[src/rtl/core/vn_pkg.sv]
// ----------------------------------------------------------------------------
// vn_pkg: shared definitions for the vector normalizer
// Widths, constants and the item types that move along the cell chains.
// ----------------------------------------------------------------------------
package vn_pkg;

  localparam int COMPONENT_WIDTH = 32;
  localparam int FRACTION_BITS   = 16;

  localparam int SUM_W  = 2 * COMPONENT_WIDTH;
  localparam int REM_W  = COMPONENT_WIDTH + 1;
  localparam int QUOT_W = FRACTION_BITS + 1;
  localparam int OUT_W  = FRACTION_BITS + 2;
  localparam int TOL_W  = 17;
  localparam int WIDE_W0 = (COMPONENT_WIDTH > QUOT_W) ? COMPONENT_WIDTH : QUOT_W;
  localparam int WIDE_W  = (WIDE_W0 > TOL_W) ? WIDE_W0 : TOL_W;

  localparam logic [TOL_W-1:0]  TOL_RESET = TOL_W'(1);
  localparam logic [WIDE_W-1:0] ONE_WIDE  = WIDE_W'(1) << FRACTION_BITS;

  typedef logic [COMPONENT_WIDTH-1:0] mag_t;

  typedef struct packed {
    logic              valid;
    logic [SUM_W-1:0]  rad;
    logic [REM_W-1:0]  rem;
    mag_t              root;
    mag_t [2:0]        mag;
    logic [2:0]        neg;
  } sq_item_t;

  typedef struct packed {
    logic                    valid;
    logic                    degen;
    mag_t                    divisor;
    mag_t [2:0]              rem;
    logic [2:0][QUOT_W-1:0]  quot;
    logic [2:0]              neg;
  } dv_item_t;

endpackage

[src/rtl/core/vn_div_cell.sv]
// ----------------------------------------------------------------------------
// vn_div_cell: one quotient bit of the fraction divider chain
// Restoring division step for all three components at once.
// ----------------------------------------------------------------------------
module vn_div_cell (
  input  logic             clk,
  input  logic             rst_n,
  input  logic             en,
  input  vn_pkg::dv_item_t in_item,
  output vn_pkg::dv_item_t out_item_r
);
  import vn_pkg::*;

  logic [COMPONENT_WIDTH:0] acc  [3];
  logic [COMPONENT_WIDTH:0] diff [3];
  logic [2:0]               ge;
  dv_item_t                 item_nxt;

  always_comb begin
    item_nxt = in_item;
    for (int k = 0; k < 3; k++) begin
      acc[k]  = {in_item.rem[k], 1'b0};
      diff[k] = acc[k] - {1'b0, in_item.divisor};
      ge[k]   = (acc[k] >= {1'b0, in_item.divisor});
      item_nxt.rem[k] = ge[k] ? diff[k][COMPONENT_WIDTH-1:0] : acc[k][COMPONENT_WIDTH-1:0];
      // A degenerate item already carries its final quotient.
      if (!in_item.degen) begin
        item_nxt.quot[k] = {in_item.quot[k][QUOT_W-2:0], ge[k]};
      end
    end
  end

  always_ff @(posedge clk) begin
    if (!rst_n) begin
      out_item_r.valid <= 1'b0;
    end else if (en) begin
      out_item_r <= item_nxt;
    end
  end

endmodule

[config.mk]
export PLATFORM = sky130hd
export DESIGN_NAME = vn_div_cell
export DESIGN_NICKNAME = d
export VERILOG_FILES = /design/src/rtl/core/vn_pkg.sv /design/src/rtl/core/vn_div_cell.sv
export SDC_FILE = /design/constraint.sdc
export NUM_CORES = 1
export LEC_CHECK = 0
export ABC_CLOCK_PERIOD_IN_PS = 14200
export BUFFER_PORTS_ARGS = -buffer_cell sky130_fd_sc_hd__buf_2
export CORE_ASPECT_RATIO = 1.1
export CORE_MARGIN = 3
export CORE_UTILIZATION = 50
export DETAILED_ROUTE_END_ITERATION = 10
export PLACE_DENSITY = 0.78
export SLEW_MARGIN = 20
export SYNTH_ARGS = -nofsm -noshare
export SYNTH_HDL_FRONTEND = slang
export SYNTH_SLANG_ARGS = --single-unit
[constraint.sdc]
create_clock -name clk -period 14.2 [get_ports clk]
set_input_delay 0 -clock clk [delete_from_list [all_inputs] [get_ports clk]]
set_output_delay 0 -clock clk [all_outputs]
set_load 0.01 [all_outputs]
==> impl_table.tex <==
\begin{tabular}{lr}
\hline
Metric & Value \\
\hline
\multicolumn{2}{l}{\textbf{Status}} \\
Result of the run & finished, final reports clean \\
\multicolumn{2}{l}{\textbf{STA}} \\
Final Max Tran Viols & 0 \\
Setup Skew & 0 ns \\
Number of failing setup endpoints in the final timing report & 0 \\
Final critical-path required period & just under 4 ns \\
Count of endpoints failing hold in the final timing report & 0 \\
Total Negative Setup Slacks & 0 ns \\
RSZ-0062 raised after global routing & no \\
Fraction of the cycle the final worst path needs & 0.272 \\
Headroom to the max-slew limit & 0.374 \\
F\_max & 259 MHz \\
Slew at the pin closest to its max-slew limit & 0.939 ns \\
\multicolumn{2}{l}{\textbf{Global routing}} \\
Total grt overflow & 0 \\
Maximum number of pins on one net before global-route repair & 75 \\
Initial antenna violation count & 3 \\
Vias in the first global route & 12200 \\
Gr usage total & 0.321 \\
Global-route wire length before repair & 66700 um \\
\multicolumn{2}{l}{\textbf{Power}} \\
Switching Fraction & 0.330 \\
Share of power burned in combinational logic & 0.310 \\
Switching power summed over all nets & 0.000558 W \\
Clk pwr share & 0.286 \\
Static power due to leakage & between 7 and 8 nW \\
Int Pwr & between 0.001 and 0.0015 W \\
Sequential group share of total power & 0.404 \\
Worst vdd ir & 0.0701 mV \\
Total power divided by cell area & approximately 100 nW/um2 \\
\multicolumn{2}{l}{\textbf{Logic synthesis}} \\
Mapped Cells & around 1200 \\
Synth Warn \# & 0 \\
Most used flip-flop cell after synthesis & sky130\_fd\_sc\_hd\_\_edfxtp\_1 \\
Area of the mapped netlist & approximately 12000 um2 \\
Net Count, Synth & 1478 \\
Count of cell types in the netlist & slightly above 70 \\
Number of storage elements in the synthesis netlist & 184 \\
Cell accounting for the most synthesized area & sky130\_fd\_sc\_hd\_\_edfxtp\_1 \\
Synth top area share & 0.441 \\
Share of flip-flops with an asynchronous set or reset after synthesis & 0 \\
Area contributors post-synth & sky130\_fd\_sc\_hd\_\_edfxtp\_1 44\%, sky130\_fd\_sc\_hd\_\_ha\_1 9.6\%, sky130\_fd\_sc\_hd\_\_mux2\_2 5.6\% \\
Count of flip-flops with a built-in enable after synthesis & 183 \\
Post-synthesis sequential area ratio & 0.443 \\
Synthesized area per cell & roughly 10 um2 \\
\multicolumn{2}{l}{\textbf{Cells and area}} \\
Share of layout cells above drive strength 1 & 0.276 \\
Largest register FFs & 184 \\
Area growth syn-to-layout & 37.2\% \\
Most flop-heavy register & out\_item\_r \\
Net count of the finished layout & 2031 \\
Post-route cell area & between 15000 and 20000 um2 \\
Biggest registers after layout & out\_item\_r x184 \\
\multicolumn{2}{l}{\textbf{CTS}} \\
Clock tree from TritonCTS & done \\
Root Buffer & sky130\_fd\_sc\_hd\_\_clkbuf\_16 \\
Total CTS buffers & 17 \\
CTS hold repair buffers & 194 \\
Clock Latency Late Sink & $\sim$0.44 ns \\
Post-CTS setup buffer count & 0 \\
Register clock-pin slew on the reported worst setup and hold paths & 0.08 ns \\
Post-CTS Resized & 0 \\
Maximum buffer depth of the clock tree & 2 \\
Count of clock tree sinks & 184 \\
Number of levels the H-tree was split into & 4 \\
\multicolumn{2}{l}{\textbf{Placement}} \\
HPWL Detailed & 31400 um \\
Quantity of I/O buffers inserted on ports & 370 \\
Final weighted congestion in routability-driven placement & 0.943 \\
Placed inst area & 14600 um2 \\
\multicolumn{2}{l}{\textbf{Route}} \\
Post-Route WL & 44300 um \\
DRC violation total after the first TritonRoute iteration & 834 \\
Vias & 12000 \\
Detailed-route wire length per cell & 21.5 um \\
Number of nets still failing antenna checks after routing & 0 \\
Iteration count of the initial detailed-routing pass & 5 \\
DR DRC count & 0 \\
DR vias/cell & 5.82 \\
\multicolumn{2}{l}{\textbf{Floorplan}} \\
Number of placement rows & 59 \\
Total die area & between 20000 and 30000 um2 \\
Die outline width & 156 um \\
Num ports & 371 \\
Die height & 172 um \\
Core area & around 24000 um2 \\
Initial cell density of the core & 0.517 \\
\multicolumn{2}{l}{\textbf{Critical path}} \\
Nature of the critical path endpoint & flip-flop \\
Critical path class & input pin to flip-flop \\
Family with the most delay on the worst path & compound AO/OA/AOI/OAI gates \\
List of cells traversed by the critical path & dlygate4sd3\_1, buf\_2, inv\_1, ha\_1, a21oi\_1, o21ai\_0, a311o\_1, o21ai\_1, a21oi\_1, a211oi\_2, nor2\_1, a211oi\_4, buf\_4, mux2\_2 \\
CP bufs+invs & 4 \\
Crit-path most repeated cell & sky130\_fd\_sc\_hd\_\_a21oi\_1 \\
Crit Path Max Fanout & 31 \\
Critical-path cell with the highest stage delay & sky130\_fd\_sc\_hd\_\_dlygate4sd3\_1 \\
Nature of the critical path startpoint & input pin \\
Required @ worst endpoint & about 14 ns \\
Endpoint arrival time on the critical path & 4.05 ns \\
Delay of the slowest cell on the worst path & 0.55 ns \\
\multicolumn{2}{l}{\textbf{Job}} \\
Max-cap viol count & 0 \\
\multicolumn{2}{l}{\textbf{Worst hold path}} \\
Worst min path class & input pin to flip-flop \\
\hline
\end{tabular}
==> metal layers <==
| metal | vias up | global-route usage | wire, um |
|---|---|---|---|
| met2 | 645 | 0.574 | 22200 |
| met4 | 2 | 0.123 | 1560 |
| met3 | 107 | 0.0614 | 3830 |
| met1 | 5702 | 0.384 | 16700 |
| li1 | 5564 | - | - |
| met5 | - | 0 | 20 |
==> cell families after synthesis <==
family                   after synthesis  share of synthesized area
buffers and inverters                100                     0.0343
multiplexers                          96                     0.0866
AND/OR/NAND/NOR                      305                      0.115
XOR/XNOR                              81                     0.0570
adder cells (fa/ha/maj)               99                      0.101
AO/OA/AOI/OAI                        327                      0.163
flip-flops                           184                      0.443
==> synthesized netlist by cell type (all sizes together), types with 24 or more instances <==
library cell	number
a21oi	121
edfxtp	183
nor2	97
o21ai	87
mux2	91
nand2	89
xnor2	42
a21o	26
clkbuf	24
xor2	39
ha	96
inv	64
nand3	26
==> worst min-delay path, cell delays in order <==
cell and delay, ns:
sky130_fd_sc_hd__buf_2 0.10, sky130_fd_sc_hd__inv_1 0.06, sky130_fd_sc_hd__mux2i_1 0.15
==> through the flow <==
step | worst slack (ns) | hold slack, ns | util | power, W | cells
after global routing | 10.11 | 0.0195 | 0.710 | 0.00176 | 2065
after floorplan | 9.48 | 0.0989 | - | 0.000997 | 1192
after global placement | 10.67 | 0.177 | 0.605 | 0.00115 | 1837
after detailed placement | 10.53 | 0.179 | 0.605 | 0.00115 | 1837
final | 10.34 | 0.0175 | 0.710 | 0.00169 | 2065
after CTS | 10.44 | 0.000540 | 0.710 | 0.00168 | 2063
==> placed cells by master, fill, tap and decap left out, types with 39 or more instances in the layout <==
master and instances:
sky130_fd_sc_hd__a21oi_1 120, sky130_fd_sc_hd__xnor2_1 42, sky130_fd_sc_hd__xor2_1 39, sky130_fd_sc_hd__buf_2 369
sky130_fd_sc_hd__nand2_1 89, sky130_fd_sc_hd__nor2_1 97, sky130_fd_sc_hd__mux2_2 62, sky130_fd_sc_hd__inv_1 63
sky130_fd_sc_hd__dlygate4sd3_1 194, sky130_fd_sc_hd__edfxtp_1 183, sky130_fd_sc_hd__o21ai_0 57, sky130_fd_sc_hd__ha_1 96
==> power by group through the flow <==
stage | logic, W | clock network [W] | registers (W)
detailed placement | 0.000463 | 0 | 0.000692
floorplan | 0.000276 | 0 | 0.000720
global placement | 0.000456 | 0 | 0.000692
global route | 0.000568 | 0.000508 | 0.000686
finish | 0.000524 | 0.000483 | 0.000682
CTS | 0.000510 | 0.000488 | 0.000680
==> cell type report <==
type	count	area [um2]
Fill cell	1742	6980
Antenna cell	2	5.00
Clock buffer	17	425
Timing Repair Buffer	570	3840
Sequential cell	184	5520
Clock inverter	15	155
Inverter	64	240
Multi-Input combinational cell	908	6530
Tap cell	305	382
==> final timing paths <==
| check | cells after the start | to | startpoint | slack (ns) |
|---|---|---|---|---|
| setup reg to reg | 3 | out_item_r[183]$_SDFFE_PN0P_ | out_item_r[183]$_SDFFE_PN0P_ | 13.02 |
| setup / recovery | 14 | out_item_r[57]$_DFFE_PP_ | in_item[162] | 10.34 |
| hold reg to reg | 3 | out_item_r[183]$_SDFFE_PN0P_ | out_item_r[183]$_SDFFE_PN0P_ | 1.11 |
| hold / removal | 3 | out_item_r[55]$_DFFE_PP_ | in_item[54] | 0.02 |
(Power assumes the default switching activity.)
