`config.mk`:
```
export PLATFORM = sky130hd
export DESIGN_NAME = vn_sqrt_cell
export DESIGN_NICKNAME = d
export VERILOG_FILES = /design/src/rtl/core/vn_pkg.sv /design/src/rtl/core/vn_sqrt_cell.sv
export SDC_FILE = /design/constraint.sdc
export NUM_CORES = 1
export LEC_CHECK = 0
export BUFFER_PORTS_ARGS = -buffer_cell sky130_fd_sc_hd__buf_2
export CAP_MARGIN = 20
export CORE_AREA = 2 2 177 179
export DETAILED_ROUTE_END_ITERATION = 8
export DIE_AREA = 0 0 179 181
export HOLD_SLACK_MARGIN = 0.06
export PLACE_DENSITY = 0.63
export SYNTH_ARGS = -nofsm -noshare
export SYNTH_HDL_FRONTEND = slang
export SYNTH_SLANG_ARGS = --single-unit
```
`constraint.sdc`:
```
create_clock -name clk -period 6.2 [get_ports clk]
set_input_delay 0.62 -clock clk [delete_from_list [all_inputs] [get_ports clk]]
set_output_delay 0.62 -clock clk [all_outputs]
set_load 0.1 [all_outputs]
```
`src/rtl/core/vn_pkg.sv`:
```
// ----------------------------------------------------------------------------
// vn_pkg: shared definitions for the vector normalizer
// Widths, constants and the item types that move along the cell chains.
// ----------------------------------------------------------------------------
package vn_pkg;

  localparam int COMPONENT_WIDTH = 32;
  localparam int FRACTION_BITS   = 16;

  localparam int SUM_W  = 2 * COMPONENT_WIDTH;
  localparam int REM_W  = COMPONENT_WIDTH + 1;
  localparam int QUOT_W = FRACTION_BITS + 1;
  localparam int OUT_W  = FRACTION_BITS + 2;
  localparam int TOL_W  = 17;
  localparam int WIDE_W0 = (COMPONENT_WIDTH > QUOT_W) ? COMPONENT_WIDTH : QUOT_W;
  localparam int WIDE_W  = (WIDE_W0 > TOL_W) ? WIDE_W0 : TOL_W;

  localparam logic [TOL_W-1:0]  TOL_RESET = TOL_W'(1);
  localparam logic [WIDE_W-1:0] ONE_WIDE  = WIDE_W'(1) << FRACTION_BITS;

  typedef logic [COMPONENT_WIDTH-1:0] mag_t;

  typedef struct packed {
    logic              valid;
    logic [SUM_W-1:0]  rad;
    logic [REM_W-1:0]  rem;
    mag_t              root;
    mag_t [2:0]        mag;
    logic [2:0]        neg;
  } sq_item_t;

  typedef struct packed {
    logic                    valid;
    logic                    degen;
    mag_t                    divisor;
    mag_t [2:0]              rem;
    logic [2:0][QUOT_W-1:0]  quot;
    logic [2:0]              neg;
  } dv_item_t;

endpackage

```
`src/rtl/core/vn_sqrt_cell.sv`:
```
// ----------------------------------------------------------------------------
// vn_sqrt_cell: one root digit of the square root chain
// Brings down two radicand bits and settles one bit of the root.
// ----------------------------------------------------------------------------
module vn_sqrt_cell (
  input  logic             clk,
  input  logic             rst_n,
  input  logic             en,
  input  vn_pkg::sq_item_t in_item,
  output vn_pkg::sq_item_t out_item_r
);
  import vn_pkg::*;

  logic [REM_W+1:0] acc;
  logic [REM_W+1:0] trial;
  logic [REM_W+1:0] diff;
  logic             ge;
  sq_item_t         item_nxt;

  always_comb begin
    acc   = {in_item.rem, in_item.rad[SUM_W-1 -: 2]};
    trial = {1'b0, in_item.root, 2'b01};
    diff  = acc - trial;
    ge    = (acc >= trial);
    item_nxt     = in_item;
    item_nxt.rad = in_item.rad << 2;
    if (ge) begin
      item_nxt.rem  = diff[REM_W-1:0];
      item_nxt.root = {in_item.root[COMPONENT_WIDTH-2:0], 1'b1};
    end else begin
      item_nxt.rem  = acc[REM_W-1:0];
      item_nxt.root = {in_item.root[COMPONENT_WIDTH-2:0], 1'b0};
    end
  end

  always_ff @(posedge clk) begin
    if (!rst_n) begin
      out_item_r.valid <= 1'b0;
    end else if (en) begin
      out_item_r <= item_nxt;
    end
  end

endmodule

```
==> run_results.csv, run 1 <==
group,metric,value,unit
detailed_routing,drt-initial-drc-count,521,
yosys,synth_xor_area_share,2.338,%
detailed_routing,dr_wl_met3,3374,um
die,num_rows,64,
yosys,synth_seq_area_share,72.68,%
yosys,synth_compound_area_share,8.818,%
pwr,peakVddDrop,0.1982,mV
place,dp_hpwl,26150,um
layout,largest_reg_flops,227,
detailed_routing,highest_layer,"met5",
sta,finalSetupViolCount,0,
sta,period_share,55.54,%
setup_path,path_max_fanout,23,
layout,nets,1338,
yosys,synth-edff-count,226,
sta,fmax,0.2904,GHz
yosys,synth_top_family_by_area,"compound AO/OA/AOI/OAI gates",
clock_network,cts_resized,0,
pwr,power.leakage,5.557,nW
sta,slew_headroom,52.14,%
setup_path,critPathRequiredTime,6.48,ns
place,gp_congestion,0.9194,
detailed_routing,drt-met1-wl,12420,um
die,ios,461,
setup_path,crit_type,"primary input to flip-flop",
yosys,ys_top_cells_by_area,"edfxtp_1 72%, ha_1 4.5%, mux2_4 2.9%",
flow_run,drv_cap,0,
layout,final_util,42.56,%
yosys,yosys_warnings,0,
yosys,syn_area_per_cell,15.74,um^2
clock_network,numCtsBuffers,25,
sta,worst_slew_pin_slew,0.7180,ns
global_route,antenna_found_initial,15,
layout,seq_area,6807,um^2
yosys,synth_largest_area_cell,"edfxtp_1",
setup_path,critical_path_arrival,3.73,ns
yosys,synthArstFlopShare,0,%
clock_network,ctsHoldBuffers,0,
sta,layout_min_cycle_time,3.444,ns
yosys,ys_seq_elements,227,
clock_network,cts_tree,"yes",
place,io_buffers,458,
yosys,synth_top_area_share,72.46,%
clock_network,cts_setup_buffers,0,
setup_path,crit_path_end_kind,"flip-flop",
clock_network,path_clk_slew,0.07,ns
yosys,ys_types,55,
yosys,synth_fa_ha_area_share,4.542,%
detailed_routing,wl_per_cell,22.33,um
detailed_routing,drc,0,
detailed_routing,num_vias,7078,
detailed_routing,viasPerCell,4.747,
layout,area_growth_syn_to_layout,37.93,%
yosys,synthMuxAreaShare,3.460,%
yosys,synth_simple_gate_area_share,5.531,%
outcome,outcome,"finished clean",
clock_network,clkSinkCount,227,
detailed_routing,dr.pass1.iters,5,
layout,top_register,"out_item_r",
yosys,synth_cells,595,
sta,finalHoldViolations,0,
die,coreArea,30350,um^2
global_route,gr-total-overflow,0,
die,die_area,32400,um^2
global_route,first_global_vias,7018,
global_route,grt_max_degree,135,
sta,fin_tns_setup,0,ns
detailed_routing,ant_nets,0,
setup_path,rrSetupSlack,5.57,ns
sta,drv_slew,0,
clock_network,root_buffer,"clkbuf_16",
global_route,grt_pass1_wl,45890,um
sta,rsz0062_at_grt,"no",
clock_network,clockBufferDepth,3,
detailed_routing,wirelength,33300,um
clock_network,clk_latency,0.53,ns
detailed_routing,wl_met2,16610,um
layout,multi_input_area,2322,um^2
layout,nFillCells,2881,
hold_path,hold_path.class,"primary input to flip-flop",
die,start_util,30.86,%
die,die_x,179,um
die,dieHeight,181,um
layout,drive_gt1_share,48.53,%
clock_network,htreeDepth,1,
pwr,power.density,359.1,nW/um^2
global_route,grt.total_usage,19.28,%
setup_path,start_kind,"primary input",
layout,top_regs,"out_item_r: 227 flops",
yosys,ys.flop_type,"edfxtp_1",
yosys,synth_area,9365,um^2
sta,finClkSkew,0,ns
-- final timing paths --
| path | start | end | cells after the start |
|---|---|---|---|
| setup / recovery | in_item[112] | out_item_r[136]$_DFFE_PP_ | 12 |
| hold / removal | in_item[84] | out_item_r[84]$_DFFE_PP_ | 1 |
| setup reg to reg | out_item_r[228]$_SDFFE_PN0P_ | out_item_r[228]$_SDFFE_PN0P_ | 2 |
| hold reg to reg | out_item_r[228]$_SDFFE_PN0P_ | out_item_r[228]$_SDFFE_PN0P_ | 2 |
-- critical path, stage by stage --
cell and delay, ns:
buf_2 0.09, inv_1 0.04, ha_1 0.45, nor2_1 0.14, o21ba_2 0.21, o21ai_0 0.23
o2111ai_1 0.27, a211oi_2 0.47, o211ai_4 0.22, and2_4 0.24, inv_4 0.34, mux2_2 0.39
-- power by group --
part           total (W)  leakage [nW]  internal (W)  switching (W)
clock network    0.00145         0.384      0.000829       0.000623
logic            0.00133          3.04      0.000255        0.00108
registers        0.00185          2.13       0.00182      0.0000300
total            0.00464          5.56       0.00291        0.00173
-- metal layers --
layer	vias to the layer above	GRT usage, %
li1	3229	-
met1	3450	22.28
met2	320	33.54
met3	65	6.987
met4	14	5.008
met5	-	0
-- per-stage QoR --
| step | setup slack (ns) | cell area [um^2] | power (W) | instances | hold slack (ns) |
|---|---|---|---|---|---|
| final | 2.756 | 12920 | 0.004638 | 1491 | 0.2559 |
| after global routing | 2.528 | 12910 | 0.004792 | 1488 | 0.2303 |
| after CTS | 2.800 | 12900 | 0.004686 | 1486 | 0.2218 |
| after detailed placement | 2.276 | 12120 | 0.003218 | 1441 | 0.5656 |
| after global placement | 2.381 | 12120 | 0.003214 | 1441 | 0.4974 |
| after floorplan | 2.351 | 9370 | 0.002944 | 596 | 0.7189 |
-- cell type report --
| type | instances | share of cell area (%) |
|---|---|---|
| diodes | 5 | 0.09686 |
| clock buffers | 30 | 4.988 |
| clock inverters | 15 | 1.095 |
| inverters | 46 | 1.356 |
| multi-input cells | 312 | 17.98 |
| flip-flops and latches | 227 | 52.69 |
| well taps | 396 | 3.836 |
| repair buffers | 460 | 17.96 |
-- Yosys cell counts, drive strengths merged (3+ instances only) --
library cell    n
a2111oi         3
a211o           3
a211oi          5
a21o           10
a21oi          36
a31oi           5
and2            5
buf             7
clkbuf          4
edfxtp        226
ha             34
inv            46
mux2           21
nand2          28
nand3          16
nand4           4
nor2           22
nor2b           5
nor3            8
nor4            4
o211ai          5
o21a            9
o21ai          26
o31ai           6
or2             3
or3             4
xnor2          19
xor2            6
-- cell usage in the layout, fill, tap and decap left out, types with 9 or more instances in the layout --
cell and count:
ha_1 34, a21oi_1 36, buf_2 458, o21a_1 9, o21ai_0 25, a21o_1 10, xnor2_1 19, inv_1 45
edfxtp_1 226, nand2_1 28, nor2_1 22, nand3_1 16, clkbuf_16 25, mux2_4 18
-- cells by family after synthesis --
kind of cell / Yosys count
flops: 227
buf+inv: 57
fa+ha+maj: 34
mux: 23
other cells: 1
compound gates: 122
xor+xnor: 25
simple gates: 106
(Power assumes the default switching activity.)
==> run 2, diff against run 1 <==
--- a/config.mk
+++ b/config.mk
@@ -7,11 +7,11 @@
 export LEC_CHECK = 0
 export BUFFER_PORTS_ARGS = -buffer_cell sky130_fd_sc_hd__buf_2
 export CAP_MARGIN = 20
-export CORE_AREA = 2 2 177 179
+export CORE_AREA = 2 2 179 181
 export DETAILED_ROUTE_END_ITERATION = 8
-export DIE_AREA = 0 0 179 181
+export DIE_AREA = 0 0 181 183
 export HOLD_SLACK_MARGIN = 0.06
-export PLACE_DENSITY = 0.63
+export PLACE_DENSITY = 0.59
 export SYNTH_ARGS = -nofsm -noshare
 export SYNTH_HDL_FRONTEND = slang
 export SYNTH_SLANG_ARGS = --single-unit
==> constraint.sdc (replaced) <==
create_clock -name clk -period 3.4 [get_ports clk]
set_input_delay 0.34 -clock clk [delete_from_list [all_inputs] [get_ports clk]]
set_output_delay 0.34 -clock clk [all_outputs]
set_load 0.1 [all_outputs]
==> run 2 against run 1 <==
Via count up 12%. Core utilization grew 6.1 points. Die area rose by 2.2%. Count of clock-buffer cells in the layout is 3 higher. Final cell count grew 15%. Sequential share of layout area fell by 7.9 points. Sequential cell count did not move. Combinational power rose by 99%. Routed wire length up 6.3%. Critical path depth up 2. Setup slack worse by 2.6 ns. Critical path type unchanged. Largest power group unchanged. Highest routed layer unchanged.
==> run_results.csv, run 2 (synthesis gave the netlist of run 1 again) <==
group,metric,value,unit
global_route,grt_pass1_wl,50180,um
clock_network,root_buffer,"clkbuf_16",
setup_path,rrSetupSlack,2.26,ns
die,coreArea,31230,um^2
setup_path,cpMostUsedCell,"buf_4",
outcome,outcome,"finished clean",
sta,hold_ws,0.09319,ns
hold_path,min_from,"in_item[128]",
global_route,gr-total-overflow,0,
pwr,power.density,592.9,nW/um^2
setup_path,start_kind,"primary input",
die,dieHeight,183,um
place,gp_congestion,0.9023,
setup_path,crit_chain,"dlygate4sd3_1, buf_2, inv_1, ha_1, buf_4, nor2b_1, o31ai_1, buf_4, a2111oi_2, o41ai_1, a21oi_1, nor2_1, xnor2_1, mux2_4",
sta,finalHoldViolations,0,
clock_network,htreeDepth,1,
layout,top_regs,"out_item_r: 227 flops",
setup_path,crit_type,"primary input to flip-flop",
detailed_routing,num_vias,7908,
setup_path,reg2reg_from,"out_item_r[228]$_SDFFE_PN0P_",
sta,finalSetupViolCount,0,
sta,drv_slew,0,
flow_run,drv_cap,0,
sta,fin_tns_setup,0,ns
detailed_routing,dr_wl_met3,2690,um
setup_path,rr_endpoint,"out_item_r[228]$_SDFFE_PN0P_",
detailed_routing,viasPerCell,4.603,
global_route,grt.total_usage,20.25,%
clock_network,clockBufferDepth,3,
detailed_routing,drt-initial-drc-count,410,
pwr,peakVddDrop,0.3754,mV
hold_path,worstHoldEndpoint,"out_item_r[129]$_DFFE_PP_",
layout,nFillCells,2781,
place,io_buffers,458,
detailed_routing,wl_per_cell,20.60,um
sta,period_share,95.59,%
clock_network,path_clk_slew,0.06,ns
layout,drive_gt1_share,42.56,%
layout,final_common_cell,"buf_2",
sta,layout_min_cycle_time,3.250,ns
sta,slew_headroom,46.52,%
layout,area_growth_syn_to_layout,62.43,%
detailed_routing,highest_layer,"met5",
die,die_x,181,um
sta,rsz0062_at_grt,"no",
pwr,power,0.009019,W
global_route,first_global_vias,8016,
setup_path,critical_path_arrival,3.54,ns
setup_path,rr_worst_depth,3,
global_route,antenna_found_initial,7,
setup_path,worst_path_dominant_cell_family,"compound AO/OA/AOI/OAI gates",
clock_network,clkSinkCount,227,
sta,worst_slew_pin_slew,0.8021,ns
layout,top_register,"out_item_r",
layout,nets,1559,
setup_path,crit_path_end_kind,"flip-flop",
sta,finClkSkew,0,ns
detailed_routing,dr.pass1.iters,5,
pwr,power.leakage,6.547,nW
place,dp_hpwl,25620,um
layout,largest_reg_flops,227,
detailed_routing,ant_nets,0,
setup_path,path_max_fanout,4,
clock_network,clk_latency,0.54,ns
layout,final_cell_mix,"458 x buf_2, 226 x edfxtp_1, 193 x dlygate4sd3_1",
die,die_area,33120,um^2
setup_path,crit_path_top_delay_cell,"o41ai_1",
clock_network,cts_tree,"yes",
setup_path,slowest_delay,0.65,ns
setup_path,critPathRequiredTime,3.69,ns
die,num_rows,65,
detailed_routing,drt-met1-wl,13940,um
hold_path,hold_path.class,"primary input to flip-flop",
detailed_routing,wirelength,35390,um
hold_path,whs_path_depth,1,
global_route,grt_max_degree,55,
die,ios,461,
die,start_util,29.99,%
detailed_routing,drc,0,
setup_path,crit_buf_inv,5,
sta,fmax,0.3077,GHz
clock_network,numCtsBuffers,27,
detailed_routing,wl_met2,17110,um
==> run 2: how the worst max path moves through the flow <==
| stage | start | endpoint | slack (ns) | cells past startpoint |
|---|---|---|---|---|
| 6_report | in_item[99] | out_item_r[151]$_DFFE_PP_ | 0.15 | 14 |
| 5_1_grt | in_item[99] | out_item_r[151]$_DFFE_PP_ | 0.002 | 14 |
| 4_1_cts | in_item[104] | out_item_r[134]$_DFFE_PP_ | 0.09 | 13 |
| 3_5_place_dp | in_item[104] | out_item_r[136]$_DFFE_PP_ | 0.07 | 12 |
| 3_3_place_gp | in_item[104] | out_item_r[135]$_DFFE_PP_ | 0.12 | 12 |
| 2_1_floorplan | in_item[117] | out_item_r[137]$_DFFE_PP_ | 0.39 | 12 |
==> run 2: repair_timing <==
item | in CTS | in global routing
hold endpoints to repair | 192 | 0
hold buffers | 193 | 0
endpoints found under the setup margin | 0 | 21
gates resized for setup | 0 | 4
setup buffers | 0 | 1
==> run 2: area by class of cell <==
cell class                 count  area (um^2)  area share (%)
clock inverter                14        186.4           1.226
tap                          402        503.0           3.306
antenna                        5        12.51         0.08225
timing repair buffer         679         4472           29.40
sequential                   227         6807           44.74
multi-input combinational    312         2333           15.34
clock buffer                  33        718.2           4.721
inverter                      46        180.2           1.184
==> run 2: power by group <==
group          internal, W  switching [W]
logic             0.000641        0.00201
clock network      0.00180        0.00118
registers          0.00333      0.0000599
total              0.00577        0.00325
==> run 2: per-layer routing <==
metal / global-route usage [%] / vias up
li1: - / 3684
met1: 23.71 / 3820
met2: 34.95 / 326
met3: 5.898 / 74
met4: 8.423 / 4
met5: 0 / -
==> run 2: worst reg2reg max path, cell delays in order, from the launching register on <==
cell	delay, ns
dfxtp_1	0.31
mux2i_1	0.12
nor2b_1	0.06
dlygate4sd3_1	0.55
==> run 2: through the flow <==
stage               util, %  setup WS (ns)  std cells  cell area (um^2)
floorplan                 -         0.3860        596              9371
global placement      39.51         0.1204       1472             12340
detailed placement    39.51        0.06523       1472             12340
CTS                   48.59        0.09136       1712             15180
global route          48.69       0.001780       1716             15210
finish                48.71         0.1500       1718             15210
